File: config.mk
export PLATFORM = sky130hd
export DESIGN_NAME = dual_pd_drive_controller_top_flat
export DESIGN_NICKNAME = d
export VERILOG_FILES = /design/src/hw/rtl/dpd_pkg.sv /design/src/hw/rtl/dpd_in_if.sv /design/src/hw/rtl/dpd_out_if.sv /design/src/hw/rtl/dual_pd_drive_controller_top.sv /design/src/hw/rtl/dpd_regs.sv /design/src/hw/rtl/dpd_front.sv /design/src/hw/rtl/dpd_fifo.sv /design/src/hw/rtl/dpd_back.sv /design/src/flat_wrapper.sv
export SDC_FILE = /design/constraint.sdc
export NUM_CORES = 2
export LEC_CHECK = 0
export ABC_AREA = 1
export BUFFER_PORTS_ARGS = -buffer_cell sky130_fd_sc_hd__buf_4
export CORE_UTILIZATION = 66
export CTS_CLUSTER_DIAMETER = 50
export DETAILED_ROUTE_END_ITERATION = 7
export GPL_TIMING_DRIVEN = 0
export PLACE_DENSITY = 0.9
export SLEW_MARGIN = 25
export SYNTH_ARGS = -nofsm -noshare
export SYNTH_HDL_FRONTEND = slang
export SYNTH_SLANG_ARGS = --single-unit
File: constraint.sdc
create_clock -name clk -period 12.1 [get_ports clk]
set_input_delay 1.21 -clock clk [delete_from_list [all_inputs] [get_ports clk]]
set_output_delay 1.21 -clock clk [all_outputs]
set_load 0.05 [all_outputs]
File: src/hw/rtl/dpd_pkg.sv
// dpd_pkg: shared types, widths and register codes of the dual PD drive controller
package dpd_pkg;

    // field and state widths
    localparam int CNT_W    = 16;
    localparam int ANG_E_W  = 18;
    localparam int DIST_E_W = 17;
    localparam int GAIN_W   = 8;
    localparam int DRV_W    = 10;
    localparam int SETTLE_W = 10;
    localparam int ADDR_W   = 5;
    localparam int DATA_W   = 32;

    // command queue between front and back
    localparam int QUEUE_DEPTH = 2;

    // saturation value of the settle counter
    localparam logic [SETTLE_W-1:0] SETTLE_MAX = '1;

    // register reset values
    localparam logic signed [CNT_W-1:0] TARGET_DIST_RST = 16'sd0;
    localparam logic signed [CNT_W-1:0] TARGET_ANG_RST  = 16'sd0;
    localparam logic [GAIN_W-1:0] DIST_P_RST   = 8'd77;
    localparam logic [GAIN_W-1:0] DIST_D_RST   = 8'd51;
    localparam logic [GAIN_W-1:0] ANG_P_RST    = 8'd51;
    localparam logic [GAIN_W-1:0] ANG_D_RST    = 8'd51;
    localparam logic [GAIN_W-1:0] ANG_LIM_RST  = 8'd77;
    localparam logic [GAIN_W-1:0] DIST_LIM_RST = 8'd128;

    // input beat action codes
    typedef enum logic
    {
        ACT_TICK  = 1'b0,
        ACT_CLEAR = 1'b1
    } action_t;

    // register indexes, byte address is 4 times the index
    typedef enum logic [2:0]
    {
        REG_TARGET_DIST = 3'd0,
        REG_TARGET_ANG  = 3'd1,
        REG_DIST_P      = 3'd2,
        REG_DIST_D      = 3'd3,
        REG_ANG_P       = 3'd4,
        REG_ANG_D       = 3'd5,
        REG_ANG_LIM     = 3'd6,
        REG_DIST_LIM    = 3'd7
    } reg_idx_t;

    // configuration as seen by front and back
    typedef struct packed
    {
        logic signed [CNT_W-1:0] target_distance;
        logic signed [CNT_W-1:0] target_angle;
        logic [GAIN_W-1:0]       dist_prop_gain;
        logic [GAIN_W-1:0]       dist_deriv_gain;
        logic [GAIN_W-1:0]       ang_prop_gain;
        logic [GAIN_W-1:0]       ang_deriv_gain;
        logic [GAIN_W-1:0]       ang_corr_limit;
        logic [GAIN_W-1:0]       dist_corr_limit;
    } cfg_t;

    // classified command held in the queue
    typedef struct packed
    {
        action_t                    action;
        logic signed [ANG_E_W-1:0]  ang_err;
        logic signed [DIST_E_W-1:0] dist_err;
    } cmd_t;

    // queue status towards both sides
    typedef struct packed
    {
        logic full;
        logic empty;
    } q_status_t;

endpackage

File: src/hw/rtl/dpd_in_if.sv
// dpd_in_if: command channel carrying encoder counts and the action code
interface dpd_in_if;
    logic                             valid;
    logic                             ready;
    logic                             action;
    logic signed [dpd_pkg::CNT_W-1:0] left_count;
    logic signed [dpd_pkg::CNT_W-1:0] right_count;

    modport source
    (
        output valid,
        output action,
        output left_count,
        output right_count,
        input  ready
    );

    modport sink
    (
        input  valid,
        input  action,
        input  left_count,
        input  right_count,
        output ready
    );
endinterface

File: src/hw/rtl/dpd_out_if.sv
// dpd_out_if: drive channel carrying wheel drives and the settled flag
interface dpd_out_if;
    logic                             valid;
    logic                             ready;
    logic signed [dpd_pkg::DRV_W-1:0] left_drive;
    logic signed [dpd_pkg::DRV_W-1:0] right_drive;
    logic                             done_res;

    modport source
    (
        output valid,
        output left_drive,
        output right_drive,
        output done_res,
        input  ready
    );

    modport sink
    (
        input  valid,
        input  left_drive,
        input  right_drive,
        input  done_res,
        output ready
    );
endinterface

File: src/hw/rtl/dual_pd_drive_controller_top.sv
// dual_pd_drive_controller_top: top level of the differential drive PD controller
//
// cmd_ch takes one beat per control tick: an action code (tick or clear) and the
// left and right encoder counts. drive_ch returns one beat per command beat with
// the left and right wheel drives in 1/256 of full PWM and the sticky settled flag.
// A clear beat zeroes the controller state and returns zero drives.
// Gains, limits and goals sit in an APB-style register file, byte address 4*index;
// write them only while no command is in flight.
// Throughput is one beat per cycle while drive_ch does not stall. A command beat
// passes the front error stage, the two-entry command queue and the back PD stage
// with its output register, whose error-state update sets the rate.
// When drive_ch stalls, the output register holds its beat, the queue fills and
// cmd_ch keeps accepting until the front stage and queue are full.
// Reset (rst_n, asynchronous, active low) empties the pipeline, zeroes the
// error state and settle counter and restores register reset values.
module dual_pd_drive_controller_top
#(
    parameter int SETTLE_COUNT = 10,
    parameter int ZERO_BAND    = 10
)
(
    input  logic                       clk,
    input  logic                       rst_n,
    dpd_in_if.sink                     cmd_ch,
    dpd_out_if.source                  drive_ch,
    input  logic                       psel,
    input  logic                       penable,
    input  logic                       pwrite,
    input  logic [dpd_pkg::ADDR_W-1:0] paddr,
    input  logic [dpd_pkg::DATA_W-1:0] pwdata,
    output logic [dpd_pkg::DATA_W-1:0] prdata,
    output logic                       pready
);

    dpd_pkg::cfg_t      cfg;
    dpd_pkg::q_status_t q_stat;
    dpd_pkg::cmd_t      push_data;
    dpd_pkg::cmd_t      pop_data;
    logic               push_valid;
    logic               pop_req;

    assign pready = 1'b1;

    // configuration registers
    dpd_regs u_regs
    (
        .clk     (clk),
        .rst_n   (rst_n),
        .psel    (psel),
        .penable (penable),
        .pwrite  (pwrite),
        .paddr   (paddr),
        .pwdata  (pwdata),
        .prdata  (prdata),
        .cfg     (cfg)
    );

    // front: accept and classify
    dpd_front u_front
    (
        .clk        (clk),
        .rst_n      (rst_n),
        .cmd_ch     (cmd_ch),
        .cfg        (cfg),
        .q_stat     (q_stat),
        .push_valid (push_valid),
        .push_data  (push_data)
    );

    // command queue
    dpd_fifo u_fifo
    (
        .clk        (clk),
        .rst_n      (rst_n),
        .push_valid (push_valid),
        .push_data  (push_data),
        .pop_req    (pop_req),
        .pop_data   (pop_data),
        .q_stat     (q_stat)
    );

    // back: PD control and drive output
    dpd_back
    #(
        .SETTLE_COUNT (SETTLE_COUNT),
        .ZERO_BAND    (ZERO_BAND)
    )
    u_back
    (
        .clk      (clk),
        .rst_n    (rst_n),
        .cfg      (cfg),
        .pop_data (pop_data),
        .q_stat   (q_stat),
        .pop_req  (pop_req),
        .drive_ch (drive_ch)
    );

    // drives stay within the sum of the two largest limits
    localparam logic signed [dpd_pkg::DRV_W-1:0] DRV_MAX = 10'sd510;

    a_left_range: assert property (@(posedge clk) disable iff (!rst_n)
        drive_ch.valid |-> (drive_ch.left_drive <= DRV_MAX)
                        && (drive_ch.left_drive >= -DRV_MAX))
        else $error("left drive out of range");

    a_right_range: assert property (@(posedge clk) disable iff (!rst_n)
        drive_ch.valid |-> (drive_ch.right_drive <= DRV_MAX)
                        && (drive_ch.right_drive >= -DRV_MAX))
        else $error("right drive out of range");

    // a beat entering an empty pipeline reaches the output after the front stage, the queue and the output register
    a_latency: assert property (@(posedge clk) disable iff (!rst_n)
        (cmd_ch.valid && cmd_ch.ready && !push_valid && q_stat.empty && !drive_ch.valid)
        |-> ##3 drive_ch.valid)
        else $error("drive beat missing after command beat");

endmodule

File: src/hw/rtl/dpd_regs.sv
// dpd_regs: APB-style configuration register file
module dpd_regs
(
    input  logic                         clk,
    input  logic                         rst_n,
    input  logic                         psel,
    input  logic                         penable,
    input  logic                         pwrite,
    input  logic [dpd_pkg::ADDR_W-1:0]   paddr,
    input  logic [dpd_pkg::DATA_W-1:0]   pwdata,
    output logic [dpd_pkg::DATA_W-1:0]   prdata,
    output dpd_pkg::cfg_t                cfg
);

    dpd_pkg::cfg_t     cfg_reg;
    dpd_pkg::reg_idx_t idx;
    logic              wr_en;

    assign idx   = dpd_pkg::reg_idx_t'(paddr[dpd_pkg::ADDR_W-1:2]);
    assign wr_en = psel && penable && pwrite;
    assign cfg   = cfg_reg;

    // register writes
    always_ff @(posedge clk or negedge rst_n)
    begin
        if (!rst_n)
        begin
            cfg_reg.target_distance <= dpd_pkg::TARGET_DIST_RST;
            cfg_reg.target_angle    <= dpd_pkg::TARGET_ANG_RST;
            cfg_reg.dist_prop_gain  <= dpd_pkg::DIST_P_RST;
            cfg_reg.dist_deriv_gain <= dpd_pkg::DIST_D_RST;
            cfg_reg.ang_prop_gain   <= dpd_pkg::ANG_P_RST;
            cfg_reg.ang_deriv_gain  <= dpd_pkg::ANG_D_RST;
            cfg_reg.ang_corr_limit  <= dpd_pkg::ANG_LIM_RST;
            cfg_reg.dist_corr_limit <= dpd_pkg::DIST_LIM_RST;
        end
        else if (wr_en)
        begin
            case (idx)
                dpd_pkg::REG_TARGET_DIST: cfg_reg.target_distance <= pwdata[15:0];
                dpd_pkg::REG_TARGET_ANG:  cfg_reg.target_angle    <= pwdata[15:0];
                dpd_pkg::REG_DIST_P:      cfg_reg.dist_prop_gain  <= pwdata[7:0];
                dpd_pkg::REG_DIST_D:      cfg_reg.dist_deriv_gain <= pwdata[7:0];
                dpd_pkg::REG_ANG_P:       cfg_reg.ang_prop_gain   <= pwdata[7:0];
                dpd_pkg::REG_ANG_D:       cfg_reg.ang_deriv_gain  <= pwdata[7:0];
                dpd_pkg::REG_ANG_LIM:     cfg_reg.ang_corr_limit  <= pwdata[7:0];
                dpd_pkg::REG_DIST_LIM:    cfg_reg.dist_corr_limit <= pwdata[7:0];
                default:                  ;
            endcase
        end
    end

    // read-back mux, values zero-extended
    always_comb
    begin
        case (idx)
            dpd_pkg::REG_TARGET_DIST: prdata = {16'b0, cfg_reg.target_distance};
            dpd_pkg::REG_TARGET_ANG:  prdata = {16'b0, cfg_reg.target_angle};
            dpd_pkg::REG_DIST_P:      prdata = {24'b0, cfg_reg.dist_prop_gain};
            dpd_pkg::REG_DIST_D:      prdata = {24'b0, cfg_reg.dist_deriv_gain};
            dpd_pkg::REG_ANG_P:       prdata = {24'b0, cfg_reg.ang_prop_gain};
            dpd_pkg::REG_ANG_D:       prdata = {24'b0, cfg_reg.ang_deriv_gain};
            dpd_pkg::REG_ANG_LIM:     prdata = {24'b0, cfg_reg.ang_corr_limit};
            dpd_pkg::REG_DIST_LIM:    prdata = {24'b0, cfg_reg.dist_corr_limit};
            default:                  prdata = '0;
        endcase
    end

endmodule

File: src/hw/rtl/dpd_front.sv
// dpd_front: accepts command beats, forms angle and distance errors, feeds the queue
module dpd_front
(
    input  logic               clk,
    input  logic               rst_n,
    dpd_in_if.sink             cmd_ch,
    input  dpd_pkg::cfg_t      cfg,
    input  dpd_pkg::q_status_t q_stat,
    output logic               push_valid,
    output dpd_pkg::cmd_t      push_data
);

    logic                                stage_valid_reg;
    logic                                stage_valid_next;
    dpd_pkg::cmd_t                       stage_data_reg;
    dpd_pkg::cmd_t                       stage_data_next;
    logic                                take;
    logic                                push_ok;
    logic signed [dpd_pkg::CNT_W:0]      diff;
    logic signed [dpd_pkg::CNT_W:0]      sum;
    logic signed [dpd_pkg::CNT_W:0]      sum_adj;
    logic signed [dpd_pkg::CNT_W-1:0]    half;
    logic signed [dpd_pkg::ANG_E_W-1:0]  ang_err;
    logic signed [dpd_pkg::DIST_E_W-1:0] dist_err;

    assign push_ok      = stage_valid_reg && !q_stat.full;
    assign cmd_ch.ready = !stage_valid_reg || !q_stat.full;
    assign take         = cmd_ch.valid && cmd_ch.ready;
    assign push_valid   = stage_valid_reg;
    assign push_data    = stage_data_reg;

    // error forming, halving truncates toward zero
    always_comb
    begin
        diff     = {cmd_ch.left_count[15], cmd_ch.left_count}
                 - {cmd_ch.right_count[15], cmd_ch.right_count};
        sum      = {cmd_ch.left_count[15], cmd_ch.left_count}
                 + {cmd_ch.right_count[15], cmd_ch.right_count};
        sum_adj  = sum + {16'b0, sum[16]};
        half     = sum_adj[16:1];
        ang_err  = {{2{cfg.target_angle[15]}}, cfg.target_angle} - {diff[16], diff};
        dist_err = {cfg.target_distance[15], cfg.target_distance} - {half[15], half};
    end

    // stage register control
    always_comb
    begin
        stage_valid_next = stage_valid_reg;
        stage_data_next  = stage_data_reg;
        if (take)
        begin
            stage_valid_next         = 1'b1;
            stage_data_next.action   = dpd_pkg::action_t'(cmd_ch.action);
            stage_data_next.ang_err  = ang_err;
            stage_data_next.dist_err = dist_err;
        end
        else if (push_ok)
        begin
            stage_valid_next = 1'b0;
        end
    end

    always_ff @(posedge clk or negedge rst_n)
    begin
        if (!rst_n)
        begin
            stage_valid_reg <= 1'b0;
        end
        else
        begin
            stage_valid_reg <= stage_valid_next;
        end
    end

    always_ff @(posedge clk)
    begin
        stage_data_reg <= stage_data_next;
    end

endmodule

File: src/hw/rtl/dpd_fifo.sv
// dpd_fifo: short command queue decoupling front and back
module dpd_fifo
(
    input  logic               clk,
    input  logic               rst_n,
    input  logic               push_valid,
    input  dpd_pkg::cmd_t      push_data,
    input  logic               pop_req,
    output dpd_pkg::cmd_t      pop_data,
    output dpd_pkg::q_status_t q_stat
);

    localparam int DEPTH = dpd_pkg::QUEUE_DEPTH;
    localparam int PTR_W = (DEPTH > 1) ? $clog2(DEPTH) : 1;
    localparam int CNT_W = $clog2(DEPTH + 1);
    localparam logic [PTR_W-1:0] PTR_LAST = PTR_W'(DEPTH - 1);
    localparam logic [CNT_W-1:0] CNT_FULL = CNT_W'(DEPTH);

    dpd_pkg::cmd_t    mem_reg [DEPTH];
    logic [PTR_W-1:0] wr_ptr_reg;
    logic [PTR_W-1:0] wr_ptr_next;
    logic [PTR_W-1:0] rd_ptr_reg;
    logic [PTR_W-1:0] rd_ptr_next;
    logic [CNT_W-1:0] count_reg;
    logic [CNT_W-1:0] count_next;
    logic             push_ok;
    logic             pop_ok;

    assign q_stat.full  = (count_reg == CNT_FULL);
    assign q_stat.empty = (count_reg == '0);
    assign push_ok      = push_valid && !q_stat.full;
    assign pop_ok       = pop_req && !q_stat.empty;
    assign pop_data     = mem_reg[rd_ptr_reg];

    // pointer and fill level update
    always_comb
    begin
        wr_ptr_next = wr_ptr_reg;
        rd_ptr_next = rd_ptr_reg;
        count_next  = count_reg;
        if (push_ok)
        begin
            wr_ptr_next = (wr_ptr_reg == PTR_LAST) ? '0 : wr_ptr_reg + 1'b1;
        end
        if (pop_ok)
        begin
            rd_ptr_next = (rd_ptr_reg == PTR_LAST) ? '0 : rd_ptr_reg + 1'b1;
        end
        if (push_ok && !pop_ok)
        begin
            count_next = count_reg + 1'b1;
        end
        else if (pop_ok && !push_ok)
        begin
            count_next = count_reg - 1'b1;
        end
    end

    always_ff @(posedge clk or negedge rst_n)
    begin
        if (!rst_n)
        begin
            wr_ptr_reg <= '0;
            rd_ptr_reg <= '0;
            count_reg  <= '0;
        end
        else
        begin
            wr_ptr_reg <= wr_ptr_next;
            rd_ptr_reg <= rd_ptr_next;
            count_reg  <= count_next;
        end
    end

    // queue storage
    always_ff @(posedge clk)
    begin
        if (push_ok)
        begin
            mem_reg[wr_ptr_reg] <= push_data;
        end
    end

endmodule

File: src/hw/rtl/dpd_back.sv
// dpd_back: PD terms, clamps, settle detection and the drive output register
module dpd_back
#(
    parameter int SETTLE_COUNT = 10,
    parameter int ZERO_BAND    = 10
)
(
    input  logic               clk,
    input  logic               rst_n,
    input  dpd_pkg::cfg_t      cfg,
    input  dpd_pkg::cmd_t      pop_data,
    input  dpd_pkg::q_status_t q_stat,
    output logic               pop_req,
    dpd_out_if.source          drive_ch
);

    localparam logic signed [dpd_pkg::ANG_E_W:0]  BAND   = (dpd_pkg::ANG_E_W + 1)'(ZERO_BAND);
    localparam logic [dpd_pkg::SETTLE_W-1:0]      SET_LIM = dpd_pkg::SETTLE_W'(SETTLE_COUNT);

    // error state
    logic signed [dpd_pkg::ANG_E_W-1:0]  prev_ang_reg;
    logic signed [dpd_pkg::ANG_E_W-1:0]  prev_ang_next;
    logic signed [dpd_pkg::DIST_E_W-1:0] prev_dist_reg;
    logic signed [dpd_pkg::DIST_E_W-1:0] prev_dist_next;
    logic [dpd_pkg::SETTLE_W-1:0]        settle_reg;
    logic [dpd_pkg::SETTLE_W-1:0]        settle_next;
    logic                                goal_reg;
    logic                                goal_next;

    // output register
    logic                                out_valid_reg;
    logic                                out_valid_next;
    logic signed [dpd_pkg::DRV_W-1:0]    left_reg;
    logic signed [dpd_pkg::DRV_W-1:0]    left_next;
    logic signed [dpd_pkg::DRV_W-1:0]    right_reg;
    logic signed [dpd_pkg::DRV_W-1:0]    right_next;
    logic                                done_reg;
    logic                                done_next;

    logic                                take;
    logic signed [dpd_pkg::ANG_E_W-1:0]  ang_err;
    logic signed [dpd_pkg::DIST_E_W-1:0] dist_err;
    logic signed [dpd_pkg::ANG_E_W:0]    ang_de;
    logic signed [dpd_pkg::DIST_E_W:0]   dist_de;
    logic signed [26:0]                  ang_p;
    logic signed [27:0]                  ang_d;
    logic signed [25:0]                  dist_p;
    logic signed [26:0]                  dist_d;
    logic signed [27:0]                  ang_sum;
    logic signed [27:0]                  dist_sum;
    logic signed [27:0]                  ang_lim_w;
    logic signed [27:0]                  dist_lim_w;
    logic signed [8:0]                   ang_corr;
    logic signed [8:0]                   dist_corr;
    logic signed [dpd_pkg::ANG_E_W:0]    ang_ext;
    logic signed [dpd_pkg::ANG_E_W:0]    dist_ext;
    logic                                in_band;

    assign pop_req  = !out_valid_reg || drive_ch.ready;
    assign take     = pop_req && !q_stat.empty;
    assign ang_err  = pop_data.ang_err;
    assign dist_err = pop_data.dist_err;

    assign drive_ch.valid       = out_valid_reg;
    assign drive_ch.left_drive  = left_reg;
    assign drive_ch.right_drive = right_reg;
    assign drive_ch.done_res    = done_reg;

    // PD terms with unsigned gains
    always_comb
    begin
        ang_de   = {ang_err[17], ang_err} - {prev_ang_reg[17], prev_ang_reg};
        dist_de  = {dist_err[16], dist_err} - {prev_dist_reg[16], prev_dist_reg};
        ang_p    = $signed({1'b0, cfg.ang_prop_gain}) * ang_err;
        ang_d    = $signed({1'b0, cfg.ang_deriv_gain}) * ang_de;
        dist_p   = $signed({1'b0, cfg.dist_prop_gain}) * dist_err;
        dist_d   = $signed({1'b0, cfg.dist_deriv_gain}) * dist_de;
        ang_sum  = 28'(ang_p) + ang_d;
        dist_sum = 28'(dist_p) + 28'(dist_d);
    end

    // clamp to plus or minus the limit
    always_comb
    begin
        ang_lim_w  = $signed({20'b0, cfg.ang_corr_limit});
        dist_lim_w = $signed({20'b0, cfg.dist_corr_limit});
        if (ang_sum > ang_lim_w)
        begin
            ang_corr = $signed({1'b0, cfg.ang_corr_limit});
        end
        else if (ang_sum < -ang_lim_w)
        begin
            ang_corr = -$signed({1'b0, cfg.ang_corr_limit});
        end
        else
        begin
            ang_corr = ang_sum[8:0];
        end
        if (dist_sum > dist_lim_w)
        begin
            dist_corr = $signed({1'b0, cfg.dist_corr_limit});
        end
        else if (dist_sum < -dist_lim_w)
        begin
            dist_corr = -$signed({1'b0, cfg.dist_corr_limit});
        end
        else
        begin
            dist_corr = dist_sum[8:0];
        end
    end

    // settle band check
    always_comb
    begin
        ang_ext  = {ang_err[17], ang_err};
        dist_ext = {{2{dist_err[16]}}, dist_err};
        in_band  = (ang_ext < BAND) && (ang_ext > -BAND)
                && (dist_ext < BAND) && (dist_ext > -BAND);
    end

    // state and output next values
    always_comb
    begin
        prev_ang_next  = prev_ang_reg;
        prev_dist_next = prev_dist_reg;
        settle_next    = settle_reg;
        goal_next      = goal_reg;
        out_valid_next = out_valid_reg;
        left_next      = left_reg;
        right_next     = right_reg;
        done_next      = done_reg;
        if (take)
        begin
            out_valid_next = 1'b1;
            if (pop_data.action == dpd_pkg::ACT_CLEAR)
            begin
                prev_ang_next  = '0;
                prev_dist_next = '0;
                settle_next    = '0;
                goal_next      = 1'b0;
                left_next      = '0;
                right_next     = '0;
                done_next      = 1'b0;
            end
            else
            begin
                prev_ang_next  = ang_err;
                prev_dist_next = dist_err;
                if (in_band)
                begin
                    settle_next = (settle_reg == dpd_pkg::SETTLE_MAX) ? settle_reg
                                                                       : settle_reg + 1'b1;
                end
                else
                begin
                    settle_next = '0;
                end
                goal_next  = goal_reg || (settle_next > SET_LIM);
                left_next  = {dist_corr[8], dist_corr} + {ang_corr[8], ang_corr};
                right_next = {dist_corr[8], dist_corr} - {ang_corr[8], ang_corr};
                done_next  = goal_next;
            end
        end
        else if (drive_ch.ready)
        begin
            out_valid_next = 1'b0;
        end
    end

    always_ff @(posedge clk or negedge rst_n)
    begin
        if (!rst_n)
        begin
            prev_ang_reg  <= '0;
            prev_dist_reg <= '0;
            settle_reg    <= '0;
            goal_reg      <= 1'b0;
            out_valid_reg <= 1'b0;
        end
        else
        begin
            prev_ang_reg  <= prev_ang_next;
            prev_dist_reg <= prev_dist_next;
            settle_reg    <= settle_next;
            goal_reg      <= goal_next;
            out_valid_reg <= out_valid_next;
        end
    end

    always_ff @(posedge clk)
    begin
        left_reg  <= left_next;
        right_reg <= right_next;
        done_reg  <= done_next;
    end

endmodule

File: src/flat_wrapper.sv
// flat-port wrapper written by rule: the top's interface ports become plain ports
module dual_pd_drive_controller_top_flat 
#(
    parameter int SETTLE_COUNT = 10,
    parameter int ZERO_BAND    = 10
)
  (clk, rst_n, psel, penable, pwrite, paddr, pwdata, prdata, pready, cmd_ch_valid, cmd_ch_action, cmd_ch_left_count, cmd_ch_right_count, cmd_ch_ready, drive_ch_valid, drive_ch_left_drive, drive_ch_right_drive, drive_ch_done_res, drive_ch_ready);
  dpd_in_if cmd_ch_i ();
  dpd_out_if drive_ch_i ();
  input  logic clk;
  input  logic rst_n;
  input  logic psel;
  input  logic penable;
  input  logic pwrite;
  input  logic [dpd_pkg::ADDR_W-1:0] paddr;
  input  logic [dpd_pkg::DATA_W-1:0] pwdata;
  output logic [dpd_pkg::DATA_W-1:0] prdata;
  output logic pready;
  input wire logic [$bits(cmd_ch_i.valid)-1:0] cmd_ch_valid;
  input wire logic [$bits(cmd_ch_i.action)-1:0] cmd_ch_action;
  input wire logic [$bits(cmd_ch_i.left_count)-1:0] cmd_ch_left_count;
  input wire logic [$bits(cmd_ch_i.right_count)-1:0] cmd_ch_right_count;
  output wire logic [$bits(cmd_ch_i.ready)-1:0] cmd_ch_ready;
  output wire logic [$bits(drive_ch_i.valid)-1:0] drive_ch_valid;
  output wire logic [$bits(drive_ch_i.left_drive)-1:0] drive_ch_left_drive;
  output wire logic [$bits(drive_ch_i.right_drive)-1:0] drive_ch_right_drive;
  output wire logic [$bits(drive_ch_i.done_res)-1:0] drive_ch_done_res;
  input wire logic [$bits(drive_ch_i.ready)-1:0] drive_ch_ready;
  assign cmd_ch_i.valid = cmd_ch_valid;
  assign cmd_ch_i.action = cmd_ch_action;
  assign cmd_ch_i.left_count = cmd_ch_left_count;
  assign cmd_ch_i.right_count = cmd_ch_right_count;
  assign cmd_ch_ready = cmd_ch_i.ready;
  assign drive_ch_valid = drive_ch_i.valid;
  assign drive_ch_left_drive = drive_ch_i.left_drive;
  assign drive_ch_right_drive = drive_ch_i.right_drive;
  assign drive_ch_done_res = drive_ch_i.done_res;
  assign drive_ch_i.ready = drive_ch_ready;
  dual_pd_drive_controller_top #(.SETTLE_COUNT(SETTLE_COUNT), .ZERO_BAND(ZERO_BAND)) u_core (.clk(clk), .rst_n(rst_n), .cmd_ch(cmd_ch_i), .drive_ch(drive_ch_i), .psel(psel), .penable(penable), .pwrite(pwrite), .paddr(paddr), .pwdata(pwdata), .prdata(prdata), .pready(pready));
endmodule
**Yosys cells after proc, flatten, opt, wreduce, memory -nomap -nowiden**

Memories as Yosys holds them, arrays and structs flattened.
Index checks and enable logic that the tools add are counted.

- $add $sub $neg: 20
- $mul: 4
- $lt $le $gt $ge: 9
- Eq/ne operators: 9
- Muxes and demuxes: 23
- Reduce and logical (&&, ||, !) cells: 32

Operators by type and width:

| cell | count |
|---|---|
| 32-bit one-hot mux with 8 select lines | 1 |
| 28-bit by 9-bit greater-than comparator with 1-bit output | 2 |
| 28-bit < comparator | 2 |
| 8-bit negator with 28-bit output | 2 |
| 9-bit by 18-bit multiplier with 27-bit output | 2 |
| 10-bit 2-to-1 mux | 5 |
| 9-bit 2-to-1 mux | 4 |
| 16-bit by 16-bit subtractor with 17-bit output | 2 |
| 26-bit by 27-bit adder with 28-bit output | 1 |
| 27-bit by 28-bit adder with 28-bit output | 1 |
| 9-bit by 19-bit multiplier with 28-bit output | 1 |
| 9-bit by 17-bit multiplier with 26-bit output | 1 |
| 18-bit by 18-bit subtractor with 19-bit output | 1 |
| 18-bit by 5-bit greater-than comparator with 1-bit output, second input constant | 1 |
| 18-bit by 5-bit < comparator with 1-bit output, second input constant | 1 |
| 18-bit 2-to-1 mux | 1 |
| 8-bit negator with 9-bit output | 2 |
| 16-bit by 17-bit subtractor with 18-bit output | 1 |
| 17-bit by 17-bit subtractor with 18-bit output | 1 |
| 16-bit by 16-bit adder with 17-bit output | 1 |
| 17-bit by 1-bit adder with 17-bit output | 1 |
| 17-bit by 5-bit greater-than comparator with 1-bit output, second input constant | 1 |
| 17-bit by 5-bit < comparator with 1-bit output, second input constant | 1 |
| 17-bit 2-to-1 mux | 1 |
| 21 further kinds | 60 |

- Register bits: 189
- RAM bits: 72
- Input port bits: 77
- Output and inout bits: 56
- Logic and storage cells: 121
- Memories: 1

Memories:

| name | words | width | rd ports | clocked after Yosys merged registers in | wr ports | RTL line | text |
|---|---|---|---|---|---|---|---|
| u_core.u_fifo.mem_reg | 2 | 36 | 1 | 0 | 1 | dpd_fifo.sv:19 | `dpd_pkg::cmd_t mem_reg [DEPTH];` |

**Depth between registers and ports, before layout**

An unclocked memory read counts as a cell.

- Depth after elaboration: 11
- Depth in mapped cells: 72
- Gate-level depth less buffers: 71

**Hierarchy**

From an unflattened synthesis, not the netlist that was laid out.

- Cells, all modules: 5631
- Area, all modules: 42658.4 sq um

Modules (own cells, without submodules):

| module | instances | cells an instance | area each (sq um) |
|---|---|---|---|
| dpd_back | 1 | 4269 | 30785.8 |
| dpd_front | 1 | 673 | 4956.0 |
| dpd_regs | 1 | 468 | 4058.9 |
| dpd_fifo | 1 | 219 | 2846.5 |
| dual_pd_drive_controller_top | 1 | 2 | 11.3 |

**Worst setup path before layout**

No wires, ideal clock.

- Path type: register -> register
- Start: reg u_core.u_fifo.rd_ptr_reg
- End: reg u_core.u_back.right_reg, in the netlist u_core.u_back.drive_ch.right_drive[8], data pin
- Arrival: 10.157 ns
- Required time: 11.841 ns
- Path slack: 1.683 ns
- Stages on the path, launching flop included: 64
- Path buffers: 2
- Period minus slack after synthesis: 10.417 ns
- Path through: dfrtp_1 inv_2 buf_6 or2_1 o21ai_2 inv_1 ha_1 nand2_1 o21ai_0 nand2_1 nand3_1 nand2_1 nand2_1 a21oi_1 o21ai_1 nand2_1 nand3_1 a21oi_1 [... 28 more ...] nand2_2 nand2_1 nand2_1 nand2_1 nand2_2 ha_1 inv_1 fa_1 a21oi_1 nor2_1 nor2_1 nor2_1 nor2_1 o21bai_1 a21oi_1 o21bai_1 o21ai_0 a21oi_1

- Cells in the longest elaborated chain, start to end: 8
- Elaborated cells between the ends (all ways): 18
- Classes of those cells: add/sub: 5; mul: 4; order compare: 4; mux: 4; memory: 1

Ends and longest elaborated chain:

| what | RTL line | text |
|---|---|---|
| start, declared | dpd_fifo.sv:22 | `logic [PTR_W-1:0] rd_ptr_reg;` |
| start signal, assigned | dpd_fifo.sv:70 | `rd_ptr_reg <= rd_ptr_next;` |
| memory 2 x 36 bit (*) | - |  |
| 18-bit by 18-bit subtractor with 19-bit output / 17-bit by 17-bit subtractor with 18-bit output (equally long branches) | dpd_back.sv:72, dpd_back.sv:73 |  |
| 9-bit by 19-bit multiplier with 28-bit output / 9-bit by 18-bit multiplier with 27-bit output (equally long branches) | dpd_back.sv:75, dpd_back.sv:77 |  |
| 27-bit by 28-bit adder with 28-bit output / 26-bit by 27-bit adder with 28-bit output (equally long branches) | dpd_back.sv:78, dpd_back.sv:79 |  |
| 28-bit < comparator, on equally long branches | dpd_back.sv:91, dpd_back.sv:103 |  |
| 9-bit 2-to-1 mux, on equally long branches | dpd_back.sv:91, dpd_back.sv:103 |  |
| 9-bit 2-to-1 mux, on equally long branches | dpd_back.sv:87, dpd_back.sv:99 |  |
| 9-bit by 9-bit subtractor with 10-bit output | dpd_back.sv:161 | `right_next = {dist_corr[8], dist_corr} - {ang_corr[8], ang_corr};` |
| end signal, assigned | dpd_back.sv:194 | `right_reg <= right_next;` |
| end, declared | dpd_back.sv:35 | `logic signed [dpd_pkg::DRV_W-1:0] right_reg;` |

Mark *: on every way between the ends. The rest lies on a longest branch, timed or not.
A chain may end at the register's enable or synchronous reset.

**Worst setup path in the final report**

Ends and elaborated chain as after synthesis.

==> impl_summary.txt <==
----------------------------------------------------
[Run status]
  Status ... finished clean

[Critical path]
  Largest fanout on the critical path ... 10
  Worst path required time ... 12.43 ns
  Longest individual stage delay on the worst path ... 0.55 ns
  Worst EP arrival ... 11.87 ns
  Kind of end point of the critical path ... flop
  Crit-path slowest cell ... sky130_fd_sc_hd__fa_1
  Crit Path Category ... flop to flop
  Most used cell along the critical path ... sky130_fd_sc_hd__inv_1
  Worst R2R Setup Slack ... 0.57 ns
  Kind of start point of the critical path ... flop

[Yosys]
  Number of flops mapped to enable cells by yosys ... 128
  Yosys Warn Count ... 0
  Post-Syn Area per Cell ... 7.89 um^2
  Async S/R FF share, synth ... 0.508
  Post-synthesis cell area ... a little over 40000 um^2
  Syn Inst Count ... slightly above 5000
  Share of the yosys chip area belonging to registers ... 0.175
  Total of flip-flops plus latches after synthesis ... 260
  Netlist cell types ... 64
  Most instantiated flip-flop cell in the synthesis netlist ... sky130_fd_sc_hd__edfxtp_1

[Timing]
  Count of final max-slew check failures ... 0
  Fraction of the cycle the final worst path needs ... 0.953
  Max Clk Rate ... between 0.08 and 0.09 GHz
  Fin crit period ... roughly 12 ns
  Final number of hold-violating endpoints ... 0
  Post-Route Skew ... 0.0142 ns
  Relative slew margins ... 0.352
  Final setup violating endpoints ... 0
  Slew @ Worst Pin ... approximately 0.97 ns
  Slack of the critical path ... 0.565 ns

[Floorplanning]
  Y dimension of the die ... 251 um
  Boundary Pins ... approximately 130
  Die ar. ... 63100 um^2
  Core Region ... 61600 um^2
  Width of the die ... 251 um
  Cell Rows ... just over 90
  Initial standard-cell utilization of the core ... 0.666

[Hold path]
  Hold Crit Class ... flop to flop

[Global routing]
  Overall Global Routing Usage ... 0.379
  Total overflow reported by the global router ... 0
  Pin count of the biggest net entering global routing ... about 90
  Initial antenna violation count ... 1
  Number of global-route vias before repair ... ~37000
  First-pass GRT wire length ... 186000 um

[Detailed routing]
  Remaining routing DRC violations ... 0
  Detail Route met3 WL ... 12700 um
  DRC marker count from the first detailed-route iteration ... 3877
  Total vias in the final route ... 35900
  Post-DR wirelength/cell ... approximately 19 um
  Remaining antenna violation count after routing ... 0
  Router iterations before antenna repair ... 8
  Uppermost layer routed ... met5
  Vias per Instance ... 5.77
  Wl on met1 ... 41800 um
  Routed met2 length ... 53900 um
  Final WL ... 117000 um

[Place]
  Dpl ws ... -0.157 ns
  Instance count after placement with tap cells included ... 6150
  Placed inst area ... around 43000 um^2
  HPWL reported at the end of detailed placement ... 95600 um
  Count of input and output buffers ... 96
  Last weighted congestion value of the routability-driven placer ... 1.03

[Run]
  Maximum Capacitance Violations ... 0

[Clock tree]
  Clock tree from TritonCTS ... built
  Clock-pin slew reported for the worst setup and hold paths after clock tree synthesis ... 0.07 ns
  Root buffer selected by CTS ... sky130_fd_sc_hd__clkbuf_16
  Total CTS buffers ... 31
  Insertion delay to the later sink of the worst-skew pair ... 0.59 ns
  Buffers from clock root to sink, at most ... 3
  Num Clock Sinks ... 260
  H-tree depth reported by CTS ... 1

[Finish]
  Core Util, Final ... 0.722
  Commonest non-fill, non-tap cell in the layout ... sky130_fd_sc_hd__inv_1
  Layout net count ... 6390
  P&R area growth vs syn ... 8.49%
  Ratio of cells with drive above 1 in the final layout ... 0.0794
  Final non-filler cell total ... 6219
  Post-layout instance area ... 44500 um^2
  Flip-flop count of the largest register, all copies and words added ... 80
  Commonest non-fill, non-tap cells in the layout ... sky130_fd_sc_hd__inv_1, sky130_fd_sc_hd__nand2_1, sky130_fd_sc_hd__fa_1, sky130_fd_sc_hd__nor2_1, sky130_fd_sc_hd__ha_1

----------------------------------------------------
## layout make-up
| cell class | count | area [um^2] |
|---|---|---|
| Timing Repair Buffer | 110 | 891 |
| Clock buffer | 41 | 855 |
| Clock inverter | 17 | 201 |
| Fill cell | 4556 | 17100 |
| Antenna cell | 2 | 5.00 |
| Tap cell | 837 | 1050 |
| Buffer | 111 | 546 |
| Inverter | 1294 | 4860 |
| Multi-Input combinational cell | 3547 | 28900 |
| Sequential cell | 260 | 7170 |
## worst max-delay path, delay by kind of cell (launching register included)
| kind | cells | cell delay [ns] |
|---|---|---|
| simple gates | 25 | 2.96 |
| flops | 1 | 0.41 |
| compound gates | 12 | 1.91 |
| fa+ha+maj | 11 | 4.70 |
| buf+inv | 13 | 1.28 |
## synth_stat cells (10+ instances only)
cell type	count	area, um^2
sky130_fd_sc_hd__inv_2	27	101
sky130_fd_sc_hd__dfstp_2	21	552
sky130_fd_sc_hd__nor2_2	13	81.3
sky130_fd_sc_hd__nand3_1	201	1010
sky130_fd_sc_hd__nand2_2	46	288
sky130_fd_sc_hd__buf_4	20	150
sky130_fd_sc_hd__o21bai_1	14	105
sky130_fd_sc_hd__xor2_1	82	718
sky130_fd_sc_hd__nand4_1	63	394
sky130_fd_sc_hd__fa_1	573	11500
sky130_fd_sc_hd__dfrtp_1	111	2780
sky130_fd_sc_hd__or2_1	13	81.3
sky130_fd_sc_hd__edfxtp_1	128	3840
sky130_fd_sc_hd__o211ai_1	10	75.1
sky130_fd_sc_hd__nor3_1	43	215
sky130_fd_sc_hd__nand3b_1	14	105
sky130_fd_sc_hd__nor2_1	411	1540
sky130_fd_sc_hd__nand2_1	1084	4070
sky130_fd_sc_hd__ha_1	385	4820
sky130_fd_sc_hd__o21ai_1	13	65.1
sky130_fd_sc_hd__o21ai_0	158	791
sky130_fd_sc_hd__clkinv_1	12	45.0
sky130_fd_sc_hd__or2_2	26	163
sky130_fd_sc_hd__o22ai_1	62	388
sky130_fd_sc_hd__xnor2_1	30	263
sky130_fd_sc_hd__a21oi_1	188	941
sky130_fd_sc_hd__inv_1	1255	4710
sky130_fd_sc_hd__clkbuf_1	77	289
## path summary, 6_finish.rpt
check | from | end | depth (start not counted)
max | u_core.u_fifo.rd_ptr_reg | u_core.u_back.drive_ch.right_drive[8] | 61
min | u_core.u_front.push_data[2] | u_core.u_fifo.mem_reg[0][2] | 0
max reg2reg | u_core.u_fifo.rd_ptr_reg | u_core.u_back.drive_ch.right_drive[8] | 61
min reg2reg | u_core.u_front.push_data[2] | u_core.u_fifo.mem_reg[0][2] | 0
max in group asynchronous | rst_n | u_core.u_regs.cfg[14] | 2
min in group asynchronous | rst_n | u_core.u_back.prev_dist_reg[12] | 1
## repair_timing
action | CTS | global route
hold buffers | 0 | 0
resized for setup | 3 | 96
endpoints found under the hold margin | 0 | 0
pin swaps | 0 | 6
setup buffers | 0 | 10
endpoints found under the setup margin | 7 | 18
## metal layers
layer,global-route usage,up-vias
met5,0,-
met4,0.235,2
met3,0.0876,611
met2,0.621,2156
met1,0.454,17000
li1,-,16100
## logic make-up after synthesis
group           share of synthesized area
simple gates                        0.202
buf+inv                             0.131
fa+ha+maj                           0.397
compound gates                     0.0693
flops                               0.175
xor+xnor                           0.0243
other cells                      0.000183
mux                              0.000244
## per-stage QoR
stage               hold WS (ns)  TNS (ns)
finish                     0.447         0
global route               0.456    -0.271
global placement           0.423   -0.0496
floorplan                  0.421         0
CTS                        0.445         0
detailed placement         0.430    -0.503
Power is not shown: default switching activity piles up to over one toggle a cycle in this logic, so the estimate is an artifact.
